### src/hw/rtl/agsr_pkg.sv
// Shared types, constants and register codes of the gain scaler and level meter.
package agsr_pkg;

   localparam int SAMPLE_W    = 16;
   localparam int GAIN_W      = 16;
   localparam int BOOST_W     = 5;
   localparam int DECAY_W     = 16;
   localparam int LEVEL_W     = 16;
   localparam int OP_W        = 2;
   localparam int ENERGY_W    = 40;
   localparam int ROOT_W      = ENERGY_W / 2;
   localparam int MUL_A_W     = ROOT_W;
   localparam int MUL_B_W     = 16;
   localparam int MUL_W       = MUL_A_W + MUL_B_W;
   localparam int CSR_INDEX_W = 2;
   localparam int CSR_DATA_W  = 16;

   localparam int BLOCK_MAX_DEF   = 256;
   localparam int QUEUE_DEPTH_DEF = 4;

   // Item kinds.
   localparam logic [OP_W-1:0] OP_SAMPLE = 2'd0;
   localparam logic [OP_W-1:0] OP_TICK   = 2'd1;
   localparam logic [OP_W-1:0] OP_FLUSH  = 2'd2;

   // Register indexes.
   localparam logic [CSR_INDEX_W-1:0] CSR_VOLUME_GAIN  = 2'd0;
   localparam logic [CSR_INDEX_W-1:0] CSR_LEVEL_BOOST  = 2'd1;
   localparam logic [CSR_INDEX_W-1:0] CSR_DECAY_FACTOR = 2'd2;

   // Register reset values.
   localparam logic [GAIN_W-1:0]  VOLUME_GAIN_RST  = 16'd16384;
   localparam logic [BOOST_W-1:0] LEVEL_BOOST_RST  = 5'd4;
   localparam logic [DECAY_W-1:0] DECAY_FACTOR_RST = 16'd52429;

   typedef struct packed {
      logic [GAIN_W-1:0]  volume_gain;
      logic [BOOST_W-1:0] level_boost;
      logic [DECAY_W-1:0] decay_factor;
   } agsr_cfg_type;

   // One classified item on its way from the front to the back.
   typedef struct packed {
      logic [OP_W-1:0]            op;
      logic signed [SAMPLE_W-1:0] scaled;
      logic                       last;
   } agsr_item_type;

endpackage

### src/hw/rtl/agsr_front.sv
// Front end: accepts items, applies the volume gain and pushes them into the queue.
module agsr_front (
   input  logic                         clock,
   input  logic                         reset,
   input  logic [agsr_pkg::GAIN_W-1:0]  volume_gain,
   input  logic                         req_tvalid,
   output logic                         req_tready,
   input  logic [agsr_pkg::SAMPLE_W-1:0] req_tdata,
   input  logic [agsr_pkg::OP_W-1:0]    req_tuser,
   input  logic                         req_tlast,
   input  logic                         queue_full,
   output logic                         queue_push,
   output agsr_pkg::agsr_item_type      queue_item
);
   import agsr_pkg::*;

   localparam int PROD_W = 34;

   logic                     stg_valid_ff, stg_valid_in;
   logic signed [PROD_W-1:0] prod_ff, prod_in;
   logic [OP_W-1:0]          op_ff;
   logic                     last_ff;
   logic                     take;
   logic signed [PROD_W-1:0] biased;
   logic signed [19:0]       quot;
   logic signed [SAMPLE_W-1:0] scaled;

   assign queue_push = stg_valid_ff && !queue_full;
   assign req_tready = !stg_valid_ff || !queue_full;
   assign take       = req_tvalid && req_tready;

   assign prod_in = $signed({{(PROD_W-SAMPLE_W){req_tdata[SAMPLE_W-1]}}, req_tdata})
                  * $signed({{(PROD_W-GAIN_W){1'b0}}, volume_gain});

   // Truncate toward zero: bias negative products before the arithmetic shift.
   assign biased = prod_ff + (prod_ff[PROD_W-1] ? 34'sd16383 : 34'sd0);
   assign quot   = biased[PROD_W-1:14];

   always_comb begin
      if (quot > 20'sd32767) begin
         scaled = 16'sh7FFF;
      end else if (quot < -20'sd32768) begin
         scaled = 16'sh8000;
      end else begin
         scaled = quot[SAMPLE_W-1:0];
      end
   end

   assign queue_item = '{op: op_ff, scaled: scaled, last: last_ff};

   always_comb begin
      if (take) begin
         stg_valid_in = 1'b1;
      end else if (queue_push) begin
         stg_valid_in = 1'b0;
      end else begin
         stg_valid_in = stg_valid_ff;
      end
   end

   always_ff @(posedge clock) begin
      if (reset) begin
         stg_valid_ff <= 1'b0;
      end else begin
         stg_valid_ff <= stg_valid_in;
      end
   end

   always_ff @(posedge clock) begin
      if (take) begin
         prod_ff <= prod_in;
         op_ff   <= req_tuser;
         last_ff <= req_tlast;
      end
   end

endmodule

### src/hw/rtl/agsr_fifo.sv
// Short queue of classified items between the front end and the back end.
module agsr_fifo #(
   parameter int DEPTH = agsr_pkg::QUEUE_DEPTH_DEF
) (
   input  logic                    clock,
   input  logic                    reset,
   input  logic                    push,
   input  agsr_pkg::agsr_item_type push_item,
   input  logic                    pop,
   output agsr_pkg::agsr_item_type head_item,
   output logic                    full,
   output logic                    empty
);
   import agsr_pkg::*;

   localparam int PW = (DEPTH > 1) ? $clog2(DEPTH) : 1;
   localparam int NW = $clog2(DEPTH + 1);

   agsr_item_type mem_ff [DEPTH];
   logic [PW-1:0] wr_ptr_ff, wr_ptr_in;
   logic [PW-1:0] rd_ptr_ff, rd_ptr_in;
   logic [NW-1:0] fill_ff, fill_in;

   assign full      = (fill_ff == NW'(DEPTH));
   assign empty     = (fill_ff == '0);
   assign head_item = mem_ff[rd_ptr_ff];

   always_comb begin
      wr_ptr_in = wr_ptr_ff;
      rd_ptr_in = rd_ptr_ff;
      fill_in   = fill_ff;
      if (push) begin
         wr_ptr_in = (wr_ptr_ff == PW'(DEPTH - 1)) ? '0 : wr_ptr_ff + 1'b1;
      end
      if (pop) begin
         rd_ptr_in = (rd_ptr_ff == PW'(DEPTH - 1)) ? '0 : rd_ptr_ff + 1'b1;
      end
      if (push && !pop) begin
         fill_in = fill_ff + 1'b1;
      end else if (pop && !push) begin
         fill_in = fill_ff - 1'b1;
      end
   end

   always_ff @(posedge clock) begin
      if (reset) begin
         wr_ptr_ff <= '0;
         rd_ptr_ff <= '0;
         fill_ff   <= '0;
      end else begin
         wr_ptr_ff <= wr_ptr_in;
         rd_ptr_ff <= rd_ptr_in;
         fill_ff   <= fill_in;
      end
   end

   always_ff @(posedge clock) begin
      if (push) begin
         mem_ff[wr_ptr_ff] <= push_item;
      end
   end

`ifndef SYNTHESIS
   a_fill_bound: assert property (@(posedge clock) disable iff (reset)
      fill_ff <= NW'(DEPTH))
      else $error("queue fill count beyond depth");
   a_no_overflow: assert property (@(posedge clock) disable iff (reset)
      !(push && full))
      else $error("push into a full queue");
   a_no_underflow: assert property (@(posedge clock) disable iff (reset)
      !(pop && empty))
      else $error("pop from an empty queue");
`endif

endmodule

### src/hw/rtl/agsr_back.sv
// Back end: energy accumulation, block mean, square root, level decay and result register.
module agsr_back #(
   parameter int BLOCK_MAX = agsr_pkg::BLOCK_MAX_DEF
) (
   input  logic                          clock,
   input  logic                          reset,
   input  agsr_pkg::agsr_cfg_type        cfg,
   input  logic                          queue_empty,
   input  agsr_pkg::agsr_item_type       queue_item,
   output logic                          queue_pop,
   output logic                          rsp_tvalid,
   input  logic                          rsp_tready,
   output logic                          rsp_sample_valid,
   output logic [agsr_pkg::SAMPLE_W-1:0] rsp_sample,
   output logic [agsr_pkg::LEVEL_W-1:0]  rsp_level
);
   import agsr_pkg::*;

   localparam int CW        = $clog2(BLOCK_MAX + 1);
   localparam int STEP_W    = $clog2(ENERGY_W);
   localparam int SQ_W      = 2 * SAMPLE_W - 1;

   typedef enum logic [8:0] {
      S_IDLE  = 9'b000000001,
      S_EXEC  = 9'b000000010,
      S_ACCUM = 9'b000000100,
      S_DIV   = 9'b000001000,
      S_ROOT  = 9'b000010000,
      S_BOOST = 9'b000100000,
      S_CLAMP = 9'b001000000,
      S_DECAY = 9'b010000000,
      S_EMIT  = 9'b100000000
   } state_type;

   state_type             state_ff, state_in;
   agsr_item_type         item_ff, item_in;
   logic [ENERGY_W-1:0]   energy_ff, energy_in;
   logic [CW-1:0]         count_ff, count_in;
   logic [CW-1:0]         div_ff, div_in;
   logic [LEVEL_W-1:0]    level_ff, level_in;
   logic [MUL_W-1:0]      mul_ff, mul_in;
   logic [ENERGY_W-1:0]   work_ff, work_in;
   logic [CW-1:0]         rem_ff, rem_in;
   logic [ENERGY_W-1:0]   res_ff, res_in;
   logic [ENERGY_W-1:0]   bit_ff, bit_in;
   logic [STEP_W-1:0]     step_ff, step_in;
   logic                  out_valid_ff, out_valid_in;
   logic                  out_user_ff;
   logic [SAMPLE_W-1:0]   out_sample_ff;
   logic [LEVEL_W-1:0]    out_level_ff;

   logic [MUL_A_W-1:0]    mul_a;
   logic [MUL_B_W-1:0]    mul_b;
   logic [SAMPLE_W-1:0]   mag;
   logic [ENERGY_W:0]     acc_sum;
   logic [ENERGY_W-1:0]   acc_sat;
   logic [CW-1:0]         cnt_next;
   logic                  close;
   logic [CW:0]           trial;
   logic [CW:0]           trial_diff;
   logic                  div_ge;
   logic [ENERGY_W-1:0]   root_trial;
   logic                  root_ge;
   logic                  load_out;
   logic                  is_sample;

   assign mag       = item_ff.scaled[SAMPLE_W-1] ? (SAMPLE_W'(0) - item_ff.scaled)
                                                 : item_ff.scaled;
   assign acc_sum   = {1'b0, energy_ff} + {{(ENERGY_W+1-SQ_W){1'b0}}, mul_ff[SQ_W-1:0]};
   assign acc_sat   = acc_sum[ENERGY_W] ? '1 : acc_sum[ENERGY_W-1:0];
   assign cnt_next  = count_ff + 1'b1;
   assign close     = item_ff.last || (cnt_next >= CW'(BLOCK_MAX));
   assign trial     = {rem_ff, work_ff[ENERGY_W-1]};
   assign trial_diff = trial - {1'b0, div_ff};
   assign div_ge    = (trial >= {1'b0, div_ff});
   assign root_trial = res_ff + bit_ff;
   assign root_ge   = (work_ff >= root_trial);
   assign is_sample = (item_ff.op == OP_SAMPLE);
   assign load_out  = (state_ff == S_EMIT) && (!out_valid_ff || rsp_tready);
   assign queue_pop = (state_ff == S_IDLE) && !queue_empty;

   // One shared multiplier: square of the sample, level decay, and root boost.
   always_comb begin
      mul_a = '0;
      mul_b = '0;
      case (state_ff)
         S_EXEC: begin
            if (is_sample) begin
               mul_a = MUL_A_W'(mag);
               mul_b = MUL_B_W'(mag);
            end else begin
               mul_a = MUL_A_W'(level_ff);
               mul_b = MUL_B_W'(cfg.decay_factor);
            end
         end
         S_BOOST: begin
            mul_a = res_ff[MUL_A_W-1:0];
            mul_b = MUL_B_W'({cfg.level_boost, 1'b0});
         end
         default: begin
            mul_a = '0;
            mul_b = '0;
         end
      endcase
   end

   assign mul_in = MUL_W'(mul_a) * MUL_W'(mul_b);

   always_comb begin
      state_in  = state_ff;
      item_in   = item_ff;
      energy_in = energy_ff;
      count_in  = count_ff;
      div_in    = div_ff;
      level_in  = level_ff;
      work_in   = work_ff;
      rem_in    = rem_ff;
      res_in    = res_ff;
      bit_in    = bit_ff;
      step_in   = step_ff;
      case (state_ff)
         S_IDLE: begin
            if (!queue_empty) begin
               item_in  = queue_item;
               state_in = S_EXEC;
            end
         end
         S_EXEC: begin
            case (item_ff.op)
               OP_SAMPLE: state_in = S_ACCUM;
               OP_TICK:   state_in = S_DECAY;
               OP_FLUSH: begin
                  level_in  = '0;
                  energy_in = '0;
                  count_in  = '0;
                  state_in  = S_EMIT;
               end
               default:   state_in = S_EMIT;
            endcase
         end
         S_ACCUM: begin
            if (close) begin
               work_in   = acc_sat;
               div_in    = cnt_next;
               energy_in = '0;
               count_in  = '0;
               rem_in    = '0;
               step_in   = '0;
               state_in  = S_DIV;
            end else begin
               energy_in = acc_sat;
               count_in  = cnt_next;
               state_in  = S_EMIT;
            end
         end
         S_DIV: begin
            // Restoring division, one quotient bit per cycle.
            rem_in  = div_ge ? trial_diff[CW-1:0] : trial[CW-1:0];
            work_in = {work_ff[ENERGY_W-2:0], div_ge};
            step_in = step_ff + 1'b1;
            if (step_ff == STEP_W'(ENERGY_W - 1)) begin
               res_in   = '0;
               bit_in   = ENERGY_W'(1) << (ENERGY_W - 2);
               step_in  = '0;
               state_in = S_ROOT;
            end
         end
         S_ROOT: begin
            // Digit-by-digit square root, one result bit per cycle.
            if (root_ge) begin
               work_in = work_ff - root_trial;
               res_in  = (res_ff >> 1) + bit_ff;
            end else begin
               res_in  = res_ff >> 1;
            end
            bit_in  = bit_ff >> 2;
            step_in = step_ff + 1'b1;
            if (step_ff == STEP_W'(ROOT_W - 1)) begin
               state_in = S_BOOST;
            end
         end
         S_BOOST: state_in = S_CLAMP;
         S_CLAMP: begin
            level_in = (mul_ff > MUL_W'(16'hFFFF)) ? 16'hFFFF : mul_ff[LEVEL_W-1:0];
            state_in = S_EMIT;
         end
         S_DECAY: begin
            level_in = mul_ff[2*LEVEL_W-1:LEVEL_W];
            state_in = S_EMIT;
         end
         S_EMIT: begin
            if (load_out) begin
               state_in = S_IDLE;
            end
         end
         default: state_in = S_IDLE;
      endcase
   end

   always_comb begin
      if (load_out) begin
         out_valid_in = 1'b1;
      end else if (rsp_tready) begin
         out_valid_in = 1'b0;
      end else begin
         out_valid_in = out_valid_ff;
      end
   end

   always_ff @(posedge clock) begin
      if (reset) begin
         state_ff     <= S_IDLE;
         energy_ff    <= '0;
         count_ff     <= '0;
         level_ff     <= '0;
         out_valid_ff <= 1'b0;
      end else begin
         state_ff     <= state_in;
         energy_ff    <= energy_in;
         count_ff     <= count_in;
         level_ff     <= level_in;
         out_valid_ff <= out_valid_in;
      end
   end

   always_ff @(posedge clock) begin
      item_ff <= item_in;
      div_ff  <= div_in;
      mul_ff  <= mul_in;
      work_ff <= work_in;
      rem_ff  <= rem_in;
      res_ff  <= res_in;
      bit_ff  <= bit_in;
      step_ff <= step_in;
      if (load_out) begin
         out_user_ff   <= is_sample;
         out_sample_ff <= is_sample ? item_ff.scaled : '0;
         out_level_ff  <= level_ff;
      end
   end

   assign rsp_tvalid       = out_valid_ff;
   assign rsp_sample_valid = out_user_ff;
   assign rsp_sample       = out_sample_ff;
   assign rsp_level        = out_level_ff;

`ifndef SYNTHESIS
   a_count_bound: assert property (@(posedge clock) disable iff (reset)
      count_ff < CW'(BLOCK_MAX))
      else $error("block count reached the block limit without closing");
   a_divisor_nonzero: assert property (@(posedge clock) disable iff (reset)
      (state_ff == S_DIV) |-> (div_ff != '0))
      else $error("division started with a zero sample count");
   a_level_idle_stable: assert property (@(posedge clock) disable iff (reset)
      (state_ff == S_IDLE) |=> $stable(level_ff))
      else $error("level changed while no item was in progress");
   a_root_fits: assert property (@(posedge clock) disable iff (reset)
      (state_ff == S_BOOST) |-> (res_ff[ENERGY_W-1:ROOT_W] == '0))
      else $error("square root result wider than expected");
`endif

endmodule

### src/hw/rtl/audio_gain_stereo_rms_meter_top.sv
// Top level of the PCM volume scaler with RMS level meter.
//
// Items enter on the req_ channel: req_tuser carries the kind (sample, idle tick,
// flush), req_tdata the signed mono sample and req_tlast the end of a block.
// Every item gives exactly one result on the rsp_ channel: rsp_tuser is high when
// the result carries a scaled sample, and rsp_tdata holds left, right and level.
// Registers are written on the csr_ channel, which is always ready; they are meant
// to change only while no item is in flight.
// A sample is scaled in the front end, which takes one item per cycle while the
// queue has room. The back end runs a sequencer with one shared multiplier and
// takes a new item only once the last result is in the output register. A sample
// passes the idle, execute, accumulate and emit states, a tick the idle, execute,
// decay and emit states, and a flush or an unused kind goes from execute to emit.
// A sample that closes a block adds the bit-serial division of the energy by the
// sample count, the bit-serial square root, and the boost and clamp steps.
// When the receiver stalls, the result waits in the output register, the back end
// holds its next result, and the queue and the front end fill up before req_tready
// falls. Reset clears the energy, sample count and level, empties the queue and
// the output register, and loads the register defaults.
module audio_gain_stereo_rms_meter_top #(
   parameter int BLOCK_MAX   = agsr_pkg::BLOCK_MAX_DEF,
   parameter int QUEUE_DEPTH = agsr_pkg::QUEUE_DEPTH_DEF
) (
   input  logic                            clock,
   input  logic                            reset,
   input  logic                            req_tvalid,
   output logic                            req_tready,
   input  logic [agsr_pkg::SAMPLE_W-1:0]   req_tdata,   // sample_in
   input  logic [agsr_pkg::OP_W-1:0]       req_tuser,   // operation
   input  logic                            req_tlast,   // block_end
   output logic                            rsp_tvalid,
   input  logic                            rsp_tready,
   output logic [3*agsr_pkg::SAMPLE_W-1:0] rsp_tdata,   // left_out, right_out, level_out
   output logic                            rsp_tuser,   // sample_valid
   input  logic                            csr_valid,
   output logic                            csr_ready,
   input  logic [agsr_pkg::CSR_INDEX_W-1:0] csr_index,
   input  logic [agsr_pkg::CSR_DATA_W-1:0] csr_wdata
);
   import agsr_pkg::*;

   agsr_cfg_type        cfg_ff, cfg_in;
   logic                csr_write;
   logic                queue_full;
   logic                queue_empty;
   logic                queue_push;
   logic                queue_pop;
   agsr_item_type       push_item;
   agsr_item_type       head_item;
   logic [SAMPLE_W-1:0] rsp_sample;
   logic [LEVEL_W-1:0]  rsp_level;

   // Register writes are never stalled: csr_ready is tied high.
   assign csr_ready = 1'b1;
   assign csr_write = csr_valid && csr_ready;

   always_comb begin
      cfg_in = cfg_ff;
      if (csr_write) begin
         case (csr_index)
            CSR_VOLUME_GAIN:  cfg_in.volume_gain  = csr_wdata[GAIN_W-1:0];
            CSR_LEVEL_BOOST:  cfg_in.level_boost  = csr_wdata[BOOST_W-1:0];
            CSR_DECAY_FACTOR: cfg_in.decay_factor = csr_wdata[DECAY_W-1:0];
            default:          cfg_in = cfg_ff;
         endcase
      end
   end

   always_ff @(posedge clock) begin
      if (reset) begin
         cfg_ff <= '{volume_gain: VOLUME_GAIN_RST,
                     level_boost: LEVEL_BOOST_RST,
                     decay_factor: DECAY_FACTOR_RST};
      end else begin
         cfg_ff <= cfg_in;
      end
   end

   agsr_front u_front (
      .clock       (clock),
      .reset       (reset),
      .volume_gain (cfg_ff.volume_gain),
      .req_tvalid  (req_tvalid),
      .req_tready  (req_tready),
      .req_tdata   (req_tdata),
      .req_tuser   (req_tuser),
      .req_tlast   (req_tlast),
      .queue_full  (queue_full),
      .queue_push  (queue_push),
      .queue_item  (push_item)
   );

   agsr_fifo #(
      .DEPTH (QUEUE_DEPTH)
   ) u_fifo (
      .clock     (clock),
      .reset     (reset),
      .push      (queue_push),
      .push_item (push_item),
      .pop       (queue_pop),
      .head_item (head_item),
      .full      (queue_full),
      .empty     (queue_empty)
   );

   agsr_back #(
      .BLOCK_MAX (BLOCK_MAX)
   ) u_back (
      .clock            (clock),
      .reset            (reset),
      .cfg              (cfg_ff),
      .queue_empty      (queue_empty),
      .queue_item       (head_item),
      .queue_pop        (queue_pop),
      .rsp_tvalid       (rsp_tvalid),
      .rsp_tready       (rsp_tready),
      .rsp_sample_valid (rsp_tuser),
      .rsp_sample       (rsp_sample),
      .rsp_level        (rsp_level)
   );

   // The mono result goes out on both stereo channels.
   assign rsp_tdata = {rsp_level, rsp_sample, rsp_sample};

endmodule

### config.mk
export PLATFORM = sky130hd
export DESIGN_NAME = audio_gain_stereo_rms_meter_top
export DESIGN_NICKNAME = d
export VERILOG_FILES = /design/src/hw/rtl/agsr_pkg.sv /design/src/hw/rtl/agsr_front.sv /design/src/hw/rtl/agsr_fifo.sv /design/src/hw/rtl/agsr_back.sv /design/src/hw/rtl/audio_gain_stereo_rms_meter_top.sv
export SDC_FILE = /design/constraint.sdc
export NUM_CORES = 2
export LEC_CHECK = 0
export BUFFER_PORTS_ARGS = -buffer_cell sky130_fd_sc_hd__buf_2
export CORE_ASPECT_RATIO = 0.9
export CORE_MARGIN = 3
export CORE_UTILIZATION = 55
export DETAILED_ROUTE_END_ITERATION = 8
export PLACE_DENSITY = 0.71
export SKIP_LAST_GASP = 1
export SLEW_MARGIN = 25
export SYNTH_ARGS = -nofsm -noshare
export SYNTH_HDL_FRONTEND = slang
export SYNTH_HIERARCHICAL = 1
export SYNTH_SLANG_ARGS = --single-unit
### constraint.sdc
create_clock -name clock -period 9.54 [get_ports clock]
set_input_delay 0.954 -clock clock [delete_from_list [all_inputs] [get_ports clock]]
set_output_delay 0.954 -clock clock [all_outputs]
set_load 0.05 [all_outputs]
==> impl_metrics.csv <==
group,metric,value,unit
final_layout,fin_area,47100,µm²
timing,rsz0062_at_grt,"no",
power_and_ir_drop,vdd_drop_max,0.128,mV
timing,setup_tns,0,ns
placed_design,place_area,45400,µm²
yosys,synth_area_leader_cell,"fa_1",
timing,hold_viol_final,0,
route,m1WireLength,48600,µm
route,vias,33800,
outcome,outcome,"finished, final reports clean",
yosys,ys_ff_latch,446,
route,wire_per_inst,19.9,µm
global_route,grt_max_degree,66,
timing,fmaxAchievable,0.111,GHz
global_route,track_usage,0.279,
power_and_ir_drop,p_leak,20.7,nW
power_and_ir_drop,netSwitchingPower,2.46,mW
yosys,synth_commonest_cells,"597 x inv_1, 526 x nand2_1, 448 x fa_1, 376 x nor2_1, 374 x ha_1",
setup_path,cp_common_cell,"fa_1",
setup_path,slowest_delay,0.60,ns
placed_design,dp_hpwl,90300,µm
route,highest-signal-layer,"met4",
timing,setup_ws,0.555,ns
placed_design,port_buffers,92,
yosys,syn_inst,4688,
cts,cts_resized,0,
yosys,synth_most_common_cell,"inv_1",
yosys,synth_top_area_frac,0.204,
power_and_ir_drop,swShare,0.360,
setup_path,crit_type,"reg2reg",
die,die_x,304,µm
power_and_ir_drop,totalPowerFinal,6.83,mW
route,wl_met3,9500,µm
die,start_util,0.561,
setup_path,critPathMaxFanout,41,
setup_path,critical_path_required,10.10,ns
placed_design,dp.cells,5696,
route,ant_nets,0,
cts,cts_tree,"yes",
die,rows,97,
setup_path,cpMaxStageDelayCell,"or4_1",
timing,finClkSkew,0.0498,ns
yosys,seq_area_frac_synth,0.268,
route,drt-initial-drc-count,2681,
cts,cts_hold_buf,0,
yosys,synth_top_cells_by_area,"fa_1 20%, edfxtp_1 20%, ha_1 11%",
yosys,yosysWarnings,6,
route,postRouteWirelength,115000,µm
job,maxCapViolCount,0,
cts,clk_pin_slew,0.06,ns
global_route,overflow,0,
power_and_ir_drop,pwr-share-seq,0.374,
power_and_ir_drop,p_comb_frac,0.330,
setup_path,cp-start-kind,"flip-flop",
timing,tightest_slew,1.01,ns
yosys,synth_ff_type,"edfxtp_1",
route,viasPerCell,5.83,
die,die-area,83500,µm²
die,ioPinCount,94,
setup_path,arrival,9.54,ns
yosys,synth-async-reset-ratio,0,
cts,postCtsSetupRepairBufs,0,
timing,setup_viol,0,
route,wl_met2,52900,µm
yosys,post_synth.cell_area_avg,9.39,µm²
final_layout,drive_gt1_frac,0.0608,
timing,holdWs,0.455,ns
cts,clkSinkCount,446,
final_layout,fin_util,0.600,
final_layout,diodes,0,
global_route,grt_pass1_wl,185000,µm
cts,insertion_delay,0.64,ns
min_path,hold_path.class,"reg2reg",
yosys,syn_area,44000,µm²
timing,relSlewSlack,0.325,
placed_design,dp_slack,0.708,ns
timing,period_needed,8.99,ns
timing,finalCritPeriodShare,0.942,
die,die_y,274,µm
final_layout,instances_no_fill,5789,
power_and_ir_drop,pwr-share-clk,0.296,
global_route,antenna_found_initial,3,
cts,cts_root_buf,"clkbuf_16",
die,core,78500,µm²
timing,maxSlewViolCount,0,
route,drtPass1Iterations,6,
route,drc,0,
cts,h-tree-depth,2,
final_layout,nNetsFinal,5573,
setup_path,critPathCaptureType,"flip-flop",
cts,cts_buffers,50,
power_and_ir_drop,p_int,4.37,mW
final_layout,area_growth,7.01,%
yosys,synth-edff-count,288,
placed_design,gp_congestion,0.998,
power_and_ir_drop,power.density,145,nW/µm²
cts,cts_buffer_depth,3,
global_route,grt_pass1_vias,33800,
yosys,yosys.cell_types.count,104,
[kinds of logic (layout without fill, tap and decap cells)]
logic type      Yosys count  count (layout)  share of synthesized area
fa+ha+maj               822             822                      0.310
other cells               3              45                   0.000256
buf+inv                 803             823                     0.0718
mux                      69              69                     0.0219
xor+xnor                228             228                     0.0454
compound gates          852             852                      0.125
flops                   446             446                      0.268
simple gates           1465            1465                      0.157
[state kept, by name, summed over array words and instances, names as in the netlist, 16 cells and up, named ones only]
signal and flops:
u_back/level_ff 16, u_fifo/mem_ff 76, cfg_ff 37, u_back/work_ff 40, u_back/res_ff 40, u_back/bit_ff 20
u_back/item_ff 19, u_back/rsp_level 16, u_back/rsp_sample 16, u_front/prod_ff 33, u_back/mul_ff 36, u_back/energy_ff 40
[power by group through the flow]
stage,Combinational (mW),Clock (mW),Sequential [mW]
2_1_floorplan,1.70,0,2.46
3_3_place_gp,2.18,0,2.58
3_5_place_dp,2.22,0,2.59
4_1_cts,2.24,2.06,2.55
5_1_grt,2.53,2.13,2.57
6_report,2.25,2.02,2.55
[critical path: cells and delay by family, from the launching register on]
kind                     cells  cell delay [ns]
XOR/XNOR                     1             0.15
AO/OA/AOI/OAI                8             1.85
flip-flops                   1             0.36
AND/OR/NAND/NOR              7             2.43
adder cells (fa/ha/maj)      7             3.38
buffers and inverters        5             0.74
[placed cells by master (no fill, tap or decap), types with 86 or more instances in the layout]
cell and count:
ha_1 374, buf_2 91, xor2_1 113, a21oi_1 226, nand2_1 526, o21ai_0 134, fa_1 448, inv_1 596
dfxtp_1 158, nand2b_1 86, xnor2_1 115, and2_1 177, edfxtp_1 288, nor2_1 371
[metal layers]
metal | vias to the layer above | GRT usage
met2 | 1242 | 0.451
met1 | 16600 | 0.374
li1 | 15700 | -
met4 | 0 | 0.105
met3 | 229 | 0.0548
met5 | - | 0
[path summary, 6_finish.rpt]
path,start,to,slack (ns),depth (start not counted)
max,u_back/state_ff[1],u_back/mul_ff[33],0.55,28
min,u_back/energy_ff[29],u_back/energy_ff[29],0.45,2
max reg2reg,u_back/state_ff[1],u_back/mul_ff[33],0.55,28
min reg2reg,u_back/energy_ff[29],u_back/energy_ff[29],0.45,2
[area by class of cell]
type / instances / area [µm²]
clock buffer: 63 / 1380
fill: 6718 / 31400
clock inverter: 30 / 325
tap: 1039 / 1300
timing repair buffer: 130 / 748
multi-input combinational: 3481 / 29300
inverter: 600 / 2250
sequential: 446 / 11800
(Power assumes the default switching activity.)
